--- src/rtl/cns_pkg.sv ---
// ----------------------------------------------------------------------------
// cns_pkg
// Types and constants shared by the comma separated name splitter.
// ----------------------------------------------------------------------------
package cns_pkg;

  localparam int unsigned MaxNameLen = 64;
  localparam int unsigned BufDepth   = MaxNameLen - 1;
  localparam int unsigned AddrW      = $clog2(BufDepth);
  localparam int unsigned LenW       = $clog2(MaxNameLen + 1);

  localparam logic [7:0] CharSpace = 8'h20;
  localparam logic [7:0] CharTab   = 8'h09;
  localparam logic [7:0] CharComma = 8'h2C;

  localparam logic [7:0] MaxNamesReset = 8'd8;

  localparam logic KindName    = 1'b0;
  localparam logic KindSummary = 1'b1;

  typedef struct packed {
    logic [7:0] char_code;
    logic       end_of_text;
  } cns_in_t;

  typedef struct packed {
    logic       kind;
    logic [7:0] out_byte;
    logic [7:0] name_index;
    logic       last_in_run;
    logic [7:0] name_count;
    logic       too_long;
  } cns_out_t;

endpackage

--- src/rtl/cns_name_ram.sv ---
// ----------------------------------------------------------------------------
// cns_name_ram
// Name buffer: one write port, one read port with a registered read.
// ----------------------------------------------------------------------------
module cns_name_ram
  import cns_pkg::*;
(
  input  logic             clk_i,
  input  logic             we_i,
  input  logic [AddrW-1:0] waddr_i,
  input  logic [7:0]       wdata_i,
  input  logic             re_i,
  input  logic [AddrW-1:0] raddr_i,
  output logic [7:0]       rdata_o
);

  logic [7:0] mem_q [BufDepth];
  logic [7:0] rdata_q;

  always_ff @(posedge clk_i) begin
    if (we_i) begin
      mem_q[waddr_i] <= wdata_i;
    end
  end

  always_ff @(posedge clk_i) begin
    if (re_i) begin
      rdata_q <= mem_q[raddr_i];
    end
  end

  assign rdata_o = rdata_q;

endmodule

--- src/rtl/csv_name_splitter_top.sv ---
// ----------------------------------------------------------------------------
// csv_name_splitter_top
// Splits a byte stream at commas into trimmed names, with an end summary.
// ----------------------------------------------------------------------------
// Input items carry one text byte or an end-of-text mark. Output items are
// name bytes (kind 0), replayed from the name buffer when a comma or the end
// of text closes a name, and one summary (kind 1) per text with the name
// count and the too-long flag. The user must write max_names over the cfg
// channel only while the block is idle; the block itself does not enforce it.
// cfg_ready_o is always high. A byte that closes no name is taken without
// stalling the input. A comma that closes a kept name stalls the input while
// the name is replayed from the buffer: each name byte passes a buffer read
// state (ST_RD), then an output load state (ST_EMIT). An end-of-text item
// adds a summary state (ST_SUM) after any replay; name bytes and summaries
// leave through the output register.
// The output register holds an item until out_stall_i is low; while it is
// stalled, replay waits and the input stays stalled until replay is done.
// After reset the name buffer content is unknown but never read before it is
// written, all per-text state is zero, and max_names is 8.
// ----------------------------------------------------------------------------
module csv_name_splitter_top
  import cns_pkg::*;
(
  input  logic     clk_i,
  input  logic     rst_ni,
  input  logic     in_valid_i,
  output logic     in_stall_o,
  input  cns_in_t  in_data_i,
  output logic     out_valid_o,
  input  logic     out_stall_i,
  output cns_out_t out_data_o,
  input  logic     cfg_valid_i,
  output logic     cfg_ready_o,
  input  logic [7:0] cfg_data_i
);

  typedef enum logic [3:0] {
    ST_IDLE = 4'b0001,
    ST_RD   = 4'b0010,
    ST_EMIT = 4'b0100,
    ST_SUM  = 4'b1000
  } state_e;

  state_e state_q, state_d;

  logic [7:0]       max_names_q;
  logic [LenW-1:0]  raw_len_q, raw_len_d;
  logic [LenW-1:0]  trim_len_q, trim_len_d;
  logic             inside_q, inside_d;
  logic [7:0]       done_q, done_d;
  logic             err_q, err_d;
  logic [LenW-1:0]  rep_len_q, rep_len_d;
  logic [AddrW-1:0] rd_idx_q, rd_idx_d;
  logic             rep_eot_q, rep_eot_d;
  logic             out_valid_q, out_valid_d;
  cns_out_t         out_q, out_d;

  logic             we;
  logic [AddrW-1:0] waddr;
  logic [7:0]       wdata;
  logic             re;
  logic [7:0]       rdata;

  logic in_acc;
  logic out_free;
  logic is_blank;
  logic can_flush;
  logic rep_last;

  assign cfg_ready_o = 1'b1;

  always_ff @(posedge clk_i or negedge rst_ni) begin
    if (!rst_ni) begin
      max_names_q <= MaxNamesReset;
    end else if (cfg_valid_i) begin
      max_names_q <= cfg_data_i;
    end
  end

  assign in_stall_o = (state_q != ST_IDLE);
  assign in_acc     = in_valid_i && !in_stall_o;
  assign out_free   = !out_valid_q || !out_stall_i;
  assign is_blank   = (in_data_i.char_code == CharSpace) ||
                      (in_data_i.char_code == CharTab);
  assign can_flush  = !err_q && (trim_len_q != '0) && (done_q < max_names_q);
  assign rep_last   = ({1'b0, rd_idx_q} + LenW'(1)) == rep_len_q;

  cns_name_ram u_name_ram (
    .clk_i   (clk_i),
    .we_i    (we),
    .waddr_i (waddr),
    .wdata_i (wdata),
    .re_i    (re),
    .raddr_i (rd_idx_q),
    .rdata_o (rdata)
  );

  always_comb begin
    state_d     = state_q;
    raw_len_d   = raw_len_q;
    trim_len_d  = trim_len_q;
    inside_d    = inside_q;
    done_d      = done_q;
    err_d       = err_q;
    rep_len_d   = rep_len_q;
    rd_idx_d    = rd_idx_q;
    rep_eot_d   = rep_eot_q;
    out_valid_d = out_valid_q && out_stall_i;
    out_d       = out_q;
    we          = 1'b0;
    waddr       = raw_len_q[AddrW-1:0];
    wdata       = in_data_i.char_code;
    re          = 1'b0;

    unique case (state_q)
      ST_IDLE: begin
        if (in_acc) begin
          if (in_data_i.end_of_text) begin
            raw_len_d  = '0;
            trim_len_d = '0;
            inside_d   = 1'b0;
            rep_eot_d  = 1'b1;
            if (can_flush) begin
              rep_len_d = trim_len_q;
              rd_idx_d  = '0;
              state_d   = ST_RD;
            end else begin
              state_d = ST_SUM;
            end
          end else if (err_q || (done_q >= max_names_q)) begin
            // Bytes are dropped until the end of text.
          end else if (in_data_i.char_code == CharComma) begin
            raw_len_d  = '0;
            trim_len_d = '0;
            inside_d   = 1'b0;
            rep_eot_d  = 1'b0;
            if (can_flush) begin
              rep_len_d = trim_len_q;
              rd_idx_d  = '0;
              state_d   = ST_RD;
            end
          end else if (is_blank) begin
            if (inside_q) begin
              if (raw_len_q < LenW'(BufDepth)) begin
                we        = 1'b1;
                raw_len_d = raw_len_q + LenW'(1);
              end else begin
                // Mark the buffer as overrun so the next non-blank errors.
                raw_len_d = LenW'(MaxNameLen);
              end
            end
          end else if (raw_len_q >= LenW'(BufDepth)) begin
            err_d      = 1'b1;
            raw_len_d  = '0;
            trim_len_d = '0;
            inside_d   = 1'b0;
          end else begin
            we         = 1'b1;
            raw_len_d  = raw_len_q + LenW'(1);
            trim_len_d = raw_len_q + LenW'(1);
            inside_d   = 1'b1;
          end
        end
      end

      ST_RD: begin
        re      = 1'b1;
        state_d = ST_EMIT;
      end

      ST_EMIT: begin
        if (out_free) begin
          out_valid_d       = 1'b1;
          out_d.kind        = KindName;
          out_d.out_byte    = rdata;
          out_d.name_index  = done_q;
          out_d.last_in_run = !rep_eot_q && rep_last;
          out_d.name_count  = done_q + 8'd1;
          out_d.too_long    = 1'b0;
          if (rep_last) begin
            done_d  = done_q + 8'd1;
            state_d = rep_eot_q ? ST_SUM : ST_IDLE;
          end else begin
            rd_idx_d = rd_idx_q + AddrW'(1);
            state_d  = ST_RD;
          end
        end
      end

      ST_SUM: begin
        if (out_free) begin
          out_valid_d       = 1'b1;
          out_d.kind        = KindSummary;
          out_d.out_byte    = '0;
          out_d.name_index  = '0;
          out_d.last_in_run = 1'b1;
          out_d.name_count  = done_q;
          out_d.too_long    = err_q;
          done_d            = '0;
          err_d             = 1'b0;
          state_d           = ST_IDLE;
        end
      end

      default: begin
        state_d = ST_IDLE;
      end
    endcase
  end

  always_ff @(posedge clk_i or negedge rst_ni) begin
    if (!rst_ni) begin
      state_q     <= ST_IDLE;
      raw_len_q   <= '0;
      trim_len_q  <= '0;
      inside_q    <= 1'b0;
      done_q      <= '0;
      err_q       <= 1'b0;
      rep_len_q   <= '0;
      rd_idx_q    <= '0;
      rep_eot_q   <= 1'b0;
      out_valid_q <= 1'b0;
    end else begin
      state_q     <= state_d;
      raw_len_q   <= raw_len_d;
      trim_len_q  <= trim_len_d;
      inside_q    <= inside_d;
      done_q      <= done_d;
      err_q       <= err_d;
      rep_len_q   <= rep_len_d;
      rd_idx_q    <= rd_idx_d;
      rep_eot_q   <= rep_eot_d;
      out_valid_q <= out_valid_d;
    end
  end

  always_ff @(posedge clk_i) begin
    out_q <= out_d;
  end

  assign out_valid_o = out_valid_q;
  assign out_data_o  = out_q;

`ifndef SYNTHESIS
  // Once an error is flagged, no partial name is kept.
  assert property (@(posedge clk_i) disable iff (!rst_ni)
    err_q |-> (raw_len_q == '0) && !inside_q && (trim_len_q == '0))
    else $error("name state not cleared after error");

  // A replay always covers a non-empty name that fits the buffer.
  assert property (@(posedge clk_i) disable iff (!rst_ni)
    (state_q == ST_RD) |->
      (rep_len_q != '0) && (rep_len_q <= LenW'(BufDepth)) &&
      ({1'b0, rd_idx_q} < rep_len_q))
    else $error("replay index out of range");

  // A name byte is consistent with its index and never flags an error.
  assert property (@(posedge clk_i) disable iff (!rst_ni)
    out_valid_o && (out_data_o.kind == KindName) |->
      (out_data_o.name_count == out_data_o.name_index + 8'd1) &&
      !out_data_o.too_long)
    else $error("name byte fields inconsistent");

  // A summary closes the run of results of its input item.
  assert property (@(posedge clk_i) disable iff (!rst_ni)
    out_valid_o && (out_data_o.kind == KindSummary) |->
      out_data_o.last_in_run && (out_data_o.out_byte == '0))
    else $error("summary fields malformed");

  // The trimmed length never runs ahead of the held bytes.
  assert property (@(posedge clk_i) disable iff (!rst_ni)
    trim_len_q <= raw_len_q)
    else $error("trimmed length exceeds raw length");
`endif

endmodule
--- config.mk ---
export PLATFORM = sky130hd
export DESIGN_NAME = csv_name_splitter_top
export DESIGN_NICKNAME = d
export VERILOG_FILES = /design/src/rtl/cns_pkg.sv /design/src/rtl/cns_name_ram.sv /design/src/rtl/csv_name_splitter_top.sv
export SDC_FILE = /design/constraint.sdc
export NUM_CORES = 1
export LEC_CHECK = 0
export ABC_AREA = 0
export BUFFER_PORTS_ARGS = -buffer_cell sky130_fd_sc_hd__buf_2
export CAP_MARGIN = 20
export CELL_PAD_IN_SITES_DETAIL_PLACEMENT = 1
export CELL_PAD_IN_SITES_GLOBAL_PLACEMENT = 1
export CORE_UTILIZATION = 40
export CTS_BUF_LIST = sky130_fd_sc_hd__clkbuf_2
export CTS_CLUSTER_SIZE = 16
export DETAILED_ROUTE_END_ITERATION = 12
export PLACE_DENSITY = 0.65
export SETUP_SLACK_MARGIN = 0.05
export SYNTH_ARGS = -nofsm -noshare
export SYNTH_HDL_FRONTEND = slang
export SYNTH_SLANG_ARGS = --single-unit
--- constraint.sdc ---
create_clock -name clk_i -period 4.83 [get_ports clk_i]
set_input_delay 0.7245 -clock clk_i [delete_from_list [all_inputs] [get_ports clk_i]]
set_output_delay 0.7245 -clock clk_i [all_outputs]
set_load 0.05 [all_outputs]
# Word-level counts from Yosys, hierarchy flattened

Memory sizes are Yosys's and may differ from the RTL's. A register that Yosys moved wholly into a read port is not among the register bits.
Index checks and enable logic that the tools add are counted.

Bits in writable memories: 504
Memories: 1
Flip-flop bits (word level): 78
Input bits: 22
Output and inout bits: 30

Memory list:

| memory           | words | width | rd ports | clocked after Yosys merged registers in | write ports | RTL line           | RTL |
|---|---|---|---|---|---|---|---|
| u_name_ram.mem_q | 63    | 8     | 1        | 1                                       | 1           | cns_name_ram.sv:17 | `logic [7:0] mem_q [BufDepth];` |

Reductions and logical operators: 27
Muxes and demuxes: 70
Equal/unequal tests: 25
Add/subtract/negate cells: 4
Order comparisons: 4

Operators with widths:

| operator            | count |
|---|---|
| $mux 7              | 15 |
| $mux 27             | 2 |
| $pmux 27 s2         | 1 |
| $mux 6              | 7 |
| $mux 4              | 10 |
| $mux 1              | 28 |
| $mux 8              | 3 |
| $ne 2x2->1 const B  | 11 |
| $eq 8x6->1 const B  | 2 |
| $pmux 4 s4          | 1 |
| $pmux 8 s2          | 1 |
| $reduce_and 4->1    | 4 |
| $pmux 6 s2          | 1 |
| $reduce_and 6->1    | 2 |
| $ne 3x3->1 const B  | 3 |
| $add 8x1->8 const B | 1 |
| $eq 8x4->1 const B  | 1 |
| $ge 8x8->1          | 1 |
| $lt 8x8->1          | 1 |
| $reduce_and 8->1    | 1 |
| $reduce_bool 2->1   | 4 |
| $add 6x1->7 const B | 1 |
| $add 7x1->7 const B | 1 |
| $eq 7x7->1          | 1 |
| other kinds (17)    | 27 |

# Longest topological paths before layout

Gate-level depths: netlist of the first run.

Depth after elaboration: 11
Gate-level depth with buffers: 10
Mapped depth without buffers: 9

# Modules after synthesis

From an unflattened synthesis of the first run, not the netlist that was laid out.

Cell total of the unflattened synthesis: 1,333
Area total of the unflattened synthesis: 23,958.0 um^2

Modules (own cells, without submodules):

| module                | times used | seq. area each (um^2) | cells an instance | area each (um^2) |
|---|---|---|---|---|
| cns_name_ram          | 1          | 15,374.7              | 951               | 19,924.1 |
| csv_name_splitter_top | 1          | 2,089.5               | 382               | 4,033.9 |

# Least setup slack after synthesis of the first run

OpenSTA, ideal clock, no wires.

Path type: input port to flip-flop
Start point: in in_data_i[2] in the netlist's numbering
End point: mem u_name_ram.mem_q[25][0], enable pin
Arrival: 3.119 ns
Stages on the path: 7
Path buffers: 0
Path slack: 1.341 ns
Setup time: 0.370 ns
Path through: or4_1 -> a211o_1 -> a31oi_1 -> o21bai_1 -> nor4b_4 -> nand3_1 -> nor2_1

Word-level cells in the longest chain between the ends: 10
Elaborated cells between the ends (all ways): 12
Those cells by class: eq/ne: 3; mux: 8; reduce/logical: 1

RTL lines:

| what                                            | RTL line                                                 | RTL |
|---|---|---|
| start: declaration                              | csv_name_splitter_top.sv:28                              | `input cns_in_t in_data_i,` |
| $eq 8x6->1 / $eq 8x4->1 (equally long branches) | csv_name_splitter_top.sv:83, csv_name_splitter_top.sv:84 |  |
| $logic_or 1x1->1                                | csv_name_splitter_top.sv:83                              | `assign is_blank = (in_data_i.char_code == CharSpace) \|\|` |
| $mux 1                                          | csv_name_splitter_top.sv:142                             | `end else if (is_blank) begin` |
| $mux 1 (*)                                      | csv_name_splitter_top.sv:132                             | `end else if (in_data_i.char_code == CharComma) begin` |
| $mux 1 (*)                                      | csv_name_splitter_top.sv:130                             | `end else if (err_q \|\| (done_q >= max_names_q)) begin` |
| $mux 1 (*)                                      | csv_name_splitter_top.sv:118                             | `if (in_data_i.end_of_text) begin` |
| $mux 1 (*)                                      | csv_name_splitter_top.sv:117                             | `if (in_acc) begin` |
| $mux 1 (*)                                      | csv_name_splitter_top.sv:115                             | `unique case (state_q)` |
| $mux 1 (*)                                      | cns_name_ram.sv:21                                       | `if (we_i) begin` |
| $mux 1 (implied by the code) (*)                | cns_name_ram.sv:22                                       | `mem_q[waddr_i] <= wdata_i;` |
| end: declaration                                | cns_name_ram.sv:17                                       |  |

Every way passes the cells marked *; elsewhere a longest branch is shown, timed or not.

# Worst setup path in the final report of the first run

Start point: reg done_q[1]
End point: mem u_name_ram.mem_q[17][2], enable pin

Word-level cells in the longest chain between the ends: 8

RTL lines:

| what                         | RTL line                     | RTL |
|---|---|---|
| start: declaration           | csv_name_splitter_top.sv:50  | `logic [7:0] done_q, done_d;` |
| start signal: assignment     | csv_name_splitter_top.sv:228 | `done_q <= done_d;` |
| $ge 8x8->1                   | csv_name_splitter_top.sv:130 |  |
| $logic_or 1x1->1             | csv_name_splitter_top.sv:130 |  |
| $mux 1                       | csv_name_splitter_top.sv:130 |  |
| $mux 1                       | csv_name_splitter_top.sv:118 |  |
| $mux 1                       | csv_name_splitter_top.sv:117 |  |
| $mux 1                       | csv_name_splitter_top.sv:115 |  |
| $mux 1                       | cns_name_ram.sv:21           |  |
| $mux 1 (implied by the code) | cns_name_ram.sv:22           |  |

No other way between the ends.

==> results of run 1 <==
## layout by cell type, fill, tap and decap left out, drive strengths merged, types with 4 or more instances in the layout
cell type | Yosys | final
clkbuf | 44 | 218
nor3 | 20 | 20
diode | 0 | 6
nand3b | 6 | 6
nand3 | 17 | 17
mux2i | 65 | 65
o221ai | 18 | 18
a31oi | 13 | 13
nor2b | 21 | 21
mux4 | 116 | 116
clkinv | 1 | 29
o21ai | 41 | 41
and3 | 5 | 5
edfxtp | 539 | 539
mux2 | 19 | 19
nand2 | 52 | 52
xor2 | 9 | 9
ha | 12 | 12
o22ai | 10 | 10
nand4b | 4 | 4
a21oi | 36 | 36
o41ai | 8 | 8
a21boi | 4 | 4
o211ai | 6 | 6
nand2b | 5 | 5
dlygate4sd3 | 0 | 34
and2 | 4 | 4
xnor2 | 7 | 7
nor2 | 104 | 104
dfrtp | 49 | 49
inv | 23 | 26
buf | 27 | 81
## stage by stage
stage	hold WS (ns)	setup slack (ns)	power, mW	instances
floorplan	0.4289	1.341	7.968	1326
global placement	0.4944	0.1866	8.850	2109
detailed placement	0.4902	0.09200	8.904	2109
CTS	0.03837	0.7581	12.30	2396
global route	0.08431	0.6142	12.76	2401
finish	0.1981	0.8271	12.16	2402
## flip-flops by register name (all words and copies together), names as in the netlist, 4 cells and up
| register | count |
|---|---|
| u_name_ram.rdata_o | 8 |
| state_q | 4 |
| rep_len_q | 7 |
| out_data_o | 27 |
| raw_len_q | 7 |
| rd_idx_q | 6 |
| trim_len_q | 7 |
| u_name_ram.mem_q | 504 |
| done_q | 8 |
| max_names_q | 8 |
## repair_timing
item	in CTS	in global routing
setup endpoints to repair	0	0
resized for setup	0	0
hold buffers	34	0
hold endpoints to repair	165	0
## area by class of cell
class | instances | area, µm²
fillers | 5816 | 32300
flip-flops and latches | 590 | 17470
multi-input cells | 641 | 6016
clock buffers | 218 | 1091
well taps | 773 | 967.2
repair buffers | 115 | 835.8
clock inverters | 35 | 227.7
inverters | 24 | 90.09
diodes | 6 | 15.01
## cell families after synthesis
| logic type | after synthesis | share of synthesized area |
|---|---|---|
| adders and majority gates | 12 | 0.006295 |
| AOI/OAI and AO/OA | 155 | 0.04160 |
| DFF | 590 | 0.7322 |
| xor gates and xnor gates | 16 | 0.005876 |
| and+or+nand+nor | 257 | 0.05215 |
| buffers and inverters | 95 | 0.01590 |
| other | 1 | 0.0001572 |
| muxes | 200 | 0.1458 |
## power breakdown
group / switching, mW / total [mW] / internal (mW)
clock network: 2.02 / 3.37 / 1.36
logic: 1.64 / 2.77 / 1.12
registers: 0.244 / 6.03 / 5.78
## metal layers
metal | up-vias | wire length [µm]
met4 | 0 | 2049
met1 | 6737 | 27120
met2 | 425 | 26740
li1 | 5765 | -
met3 | 127 | 3826
met5 | - | 0
## worst paths after layout
check | startpoint | endpoint | slack (ns)
setup / recovery | done_q[1]$_DFFE_PN0P_ | u_name_ram.mem_q[17][2]$_DFFE_PP_ | 0.83
hold / removal | in_data_i[1] | u_name_ram.mem_q[16][0]$_DFFE_PP_ | 0.20
setup reg to reg | done_q[1]$_DFFE_PN0P_ | u_name_ram.mem_q[17][2]$_DFFE_PP_ | 0.83
hold reg to reg | raw_len_q[6]$_DFFE_PN0P_ | raw_len_q[6]$_DFFE_PN0P_ | 0.52
max in group asynchronous | rst_ni | rd_idx_q[1]$_DFFE_PN0P_ | 3.61
min in group asynchronous | rst_ni | max_names_q[0]$_DFFE_PN0P_ | 0.65
==> results.tsv, run 1 <==
metric	value	unit
yosys-top-cells-count	edfxtp_1 (539), mux4_2 (116), nor2_1 (104)	
antenna_found_initial	2	
drc	0	
synthTopCellsByArea	edfxtp_1 (68%), mux4_2 (11%), dfrtp_1 (5.1%)	
yosysTopAreaCell	edfxtp_1	
portBuffers	50	
final_net_count	1552	
p_per_area	455.3	nW/µm²
start_util	0.4041	
fp.dieArea	60610	µm²
core_area	59020	µm²
numCtsBuffers	146	
drt-initial-drc-count	845	
grt_util_met2	0.2997	
skew	0.1062	ns
gp_congestion	0.8222	
worstSetupPathType	reg -> reg	
worst_slew_pin_slew	0.9321	ns
rows	89	
die_width	246.2	µm
synth_top_area_frac	0.6786	
vias	13050	
slew_headroom	0.3770	
post_drt_wl_per_cell	24.87	µm
crit_path_start_kind	flip-flop	
place_area	25040	µm²
r2r_cells	10	
synth-edff-count	539	
tritoncts	built	
grt_pass1_vias	13830	
netlist_area	23850	µm²
path_depth	10	
synth_cell_type_count	61	
min_delay_path_depth	2	
cp-end-kind	flip-flop	
yosys_warnings	0	
synth-main-ff-cell	edfxtp_1	
detailed_place_hpwl	37330	µm
finalSetupViolCount	0	
drive_above_1_share	0.2884	
hold_viol	0	
path_cells	ha_1, nor2b_1, o211ai_1, a31oi_1, nor2_1, buf_4, nor4b_4, buf_4, nand3_1, nor2_1	
cp.buffers_inverters	2	
finalCritPeriodShare	0.8288	
vdd_drop_max	0.2733	mV
crit_family	simple AND/OR/NAND/NOR gates	
met1_usage	0.2815	
worst_ep_required_time	5.68	ns
cellLeakagePower	8.945	nW
slowest_stage	nor2_1	
setup_tns	0	ns
hold_path_class	in -> reg	
vias_per_cell	5.435	
maxCapViolCount	0	
yosysMostFrequentCell	edfxtp_1	
io_pins	52	
arrival	4.85	ns
cts_setup_buffers	0	
finish.instance_area	26710	µm²
slowest_delay	0.75	ns
postSynthCellCount	1326	
grt_max_degree	102	
crit_fanout	8	
finalCriticalPeriod	4.003	ns
grt_pass1_wl	89070	µm
routed_wl	59740	µm
ys_ff_latch	590	
finalMaxSlewViolations	0	
die_height	246.2	µm
clk_pin_slew_worst_paths	0.11	ns
final_util	0.4526	
ant_nets	0	
async_flop_share	0.08644	
drtPass1Iterations	5	
htree_levels	4	
clock-sinks	590	
syn_nets	1360	
yosysSeqAreaShare	0.7322	
grt_use_met3	0.04978	
clockBufferDepth	3	
cts.root.buffer_cell	clkbuf_2	
busiest_layer	met2	
fmax	249.8	MHz
syn_to_final_growth	12.01	%
status	finished clean	
synth.avg_cell_area	17.99	µm²
gr-total-overflow	0	
grt_usage	0.2035	
clk_latency	1.31	ns
rsz0062_at_grt	no	
Power figures use the tool's default switching activity.
==> run 2, diff against run 1 <==
Settings changed: ABC_AREA 0 to 1, PLACE_DENSITY 0.65 to 0.69.
Clock period 4.83 ns to 4.13 ns, I/O delays scaled along.
==> results.tsv, run 2 <==
metric	value	unit
clockBufferDepth	3	
cts.root.buffer_cell	clkbuf_2	
yosysSeqAreaShare	0.7094	
async_flop_share	0.08644	
yosys_warnings	0	
cp-end-kind	flip-flop	
cts_resized	0	
hold_path_class	in -> reg	
p_clk_frac	0.280	
final_net_count	2353	
grt_pass1_vias	18450	
synthTopCellsByArea	edfxtp_1 (66%), nor2_1 (5.7%), nand2_1 (5.4%)	
antenna_found_initial	5	
slowest_stage	nor2_1	
finalCriticalPeriod	3.792	ns
rsz0062_at_grt	no	
drt-initial-drc-count	1490	
die_width	250.1	µm
status	finished clean	
gr-total-overflow	0	
most-common-layout-cells	edfxtp_1 (539), nor2_1 (374), nand2_1 (355), o21ai_0 (220), clkbuf_2 (214)	
gp_congestion	0.8375	
synth_cell_type_count	41	
post_drt_wl_per_cell	22.91	µm
vias_per_cell	5.443	
htree_levels	4	
postSynthCellCount	2143	
drive_above_1_share	0.1544	
path_cells	inv_1, ha_1, nand2_1, inv_1, nand2_1, nand2_1, nand2_1, nand2_1, nor2_1, nand2_1, a21oi_4, nand4_4, nor2_1	
grt_usage	0.2400	
synth-main-ff-cell	edfxtp_1	
worst_ep_required_time	5.05	ns
vias	17490	
worst_slew_pin_slew	1.083	ns
numCtsBuffers	149	
detailed_place_hpwl	44580	µm
routed_wl	73630	µm
cellLeakagePower	10.11	nW
finalMaxSlewViolations	0	
die_height	250.1	µm
fin_ws	0.3384	ns
power_frac_seq	0.472	
grt_pass1_wl	111200	µm
crit_path_start_kind	flip-flop	
worstSetupPathType	reg -> reg	
syn_to_final_growth	12.18	%
grt_max_degree	167	
largest_reg_flops	504	
crit_fanout	9	
setup_tns	0	ns
rows	90	
clock-sinks	590	
maxCapViolCount	0	
syn_nets	2177	
core_area	60580	µm²
power.internal	9.466	mW
synth.avg_cell_area	11.49	µm²
drtPass1Iterations	5	
fmax	263.7	MHz
finalSetupViolCount	0	
crit_top_cell	nand2_1	
synth_top_area_frac	0.6575	
hold_viol	0	
p_per_area	536.0	nW/µm²
combPwrFrac	0.248	
skew	0.08471	ns
yosysTopAreaCell	edfxtp_1	
tritoncts	built	
swShare	0.3605	
clk_latency	1.36	ns
slowest_delay	0.69	ns
finalCritPeriodShare	0.9181	
p_sw	5.335	mW
drc	0	
vdd_drop_max	0.3620	mV
ys_ff_latch	590	
ant_nets	0	
fp.dieArea	62540	µm²
final_common_cell	edfxtp_1	
start_util	0.4064	
yosysMostFrequentCell	edfxtp_1	
slew_headroom	0.2757	
arrival	4.71	ns
io_pins	52	
clk_pin_slew_worst_paths	0.10	ns
place_worst_setup_slack	0.3116	ns
cts_setup_buffers	0	
top_register	u_name_ram.mem_q	
portBuffers	50	
synth-edff-count	539	
netlist_area	24620	µm²
yosys-top-cells-count	edfxtp_1 (539), nor2_1 (375), nand2_1 (355)	
-- run 2: worst paths after layout --
kind | slack (ns) | startpoint | endpoint | cells after the start
max | 0.34 | max_names_q[3]$_DFFE_PN1P_ | u_name_ram.mem_q[59][7]$_DFFE_PP_ | 13
min | 0.19 | in_data_i[6] | u_name_ram.mem_q[40][5]$_DFFE_PP_ | 2
max reg2reg | 0.34 | max_names_q[3]$_DFFE_PN1P_ | u_name_ram.mem_q[59][7]$_DFFE_PP_ | 13
min reg2reg | 0.48 | trim_len_q[6]$_DFFE_PN0P_ | trim_len_q[6]$_DFFE_PN0P_ | 2
max in group asynchronous | 3.30 | rst_ni | state_q[0]$_DFFE_PN1P_ | 4
min in group asynchronous | 0.38 | rst_ni | max_names_q[3]$_DFFE_PN1P_ | 3
-- run 2: timing repair --
action / CTS / global route
hold buffers: 48 / 0
hold endpoints to repair: 298 / 0
setup endpoints to repair: 0 / 0
-- run 2: layout make-up --
type	instances	area, µm²
clock inverter	46	341.6
inverter	113	431.7
tap	782	978.4
fill	6613	32970
sequential	590	17470
multi-input combinational	1331	6290
clock buffer	214	1071
timing repair buffer	134	1023
antenna	4	10.01
-- run 2: power groups by stage --
| stage | Clock, mW | Combinational [mW] | Sequential, mW |
|---|---|---|---|
| 6_report | 4.15 | 3.67 | 6.99 |
| 5_1_grt | 4.54 | 4.01 | 7.02 |
| 4_1_cts | 4.27 | 3.68 | 6.99 |
| 3_5_place_dp | 0 | 3.61 | 7.12 |
| 3_3_place_gp | 0 | 3.55 | 7.11 |
| 2_1_floorplan | 0 | 2.22 | 7.21 |
-- run 2: routing by layer --
layer / global-route usage / up-vias / wire [µm] / share of wire
met1: 0.3092 / 8686 / 31140 / 0.42
met3: 0.04749 / 160 / 4492 / 0.061
met5: 0 / - / 0 / 0
li1: - / 8014 / - / -
met2: 0.3953 / 633 / 35610 / 0.48
met4: 0.1018 / 0 / 2389 / 0.032
-- run 2: logic make-up after synthesis --
family,count (synthesis),synth area share
compound gates,440,0.09977
fa+ha+maj,12,0.006099
xor+xnor,3,0.001067
simple gates,874,0.1478
buf+inv,222,0.03522
other cells,1,0.0001523
flops,590,0.7094
mux,1,0.0004574
-- run 2: critical path, delay by kind of cell, from the launching register on --
kind	cells	cell delay (ns)
AND/OR/NAND/NOR	9	1.94
flip-flops	1	0.53
AO/OA/AOI/OAI	1	0.47
adder cells (fa/ha/maj)	1	0.31
buffers and inverters	2	0.10
-- run 2: through the flow --
step / total power, mW / cell area (µm²) / util / std cells / hold slack (ns)
6_report: 14.80 / 27620 / 0.4559 / 3214 / 0.1896
5_1_grt: 15.57 / 27620 / 0.4559 / 3214 / 0.05353
3_5_place_dp: 10.73 / 25700 / 0.4243 / 2902 / 0.4589
4_1_cts: 14.93 / 27610 / 0.4557 / 3210 / 0.02651
3_3_place_gp: 10.66 / 25700 / 0.4243 / 2902 / 0.4534
2_1_floorplan: 9.435 / 24620 / - / 2143 / 0.3239
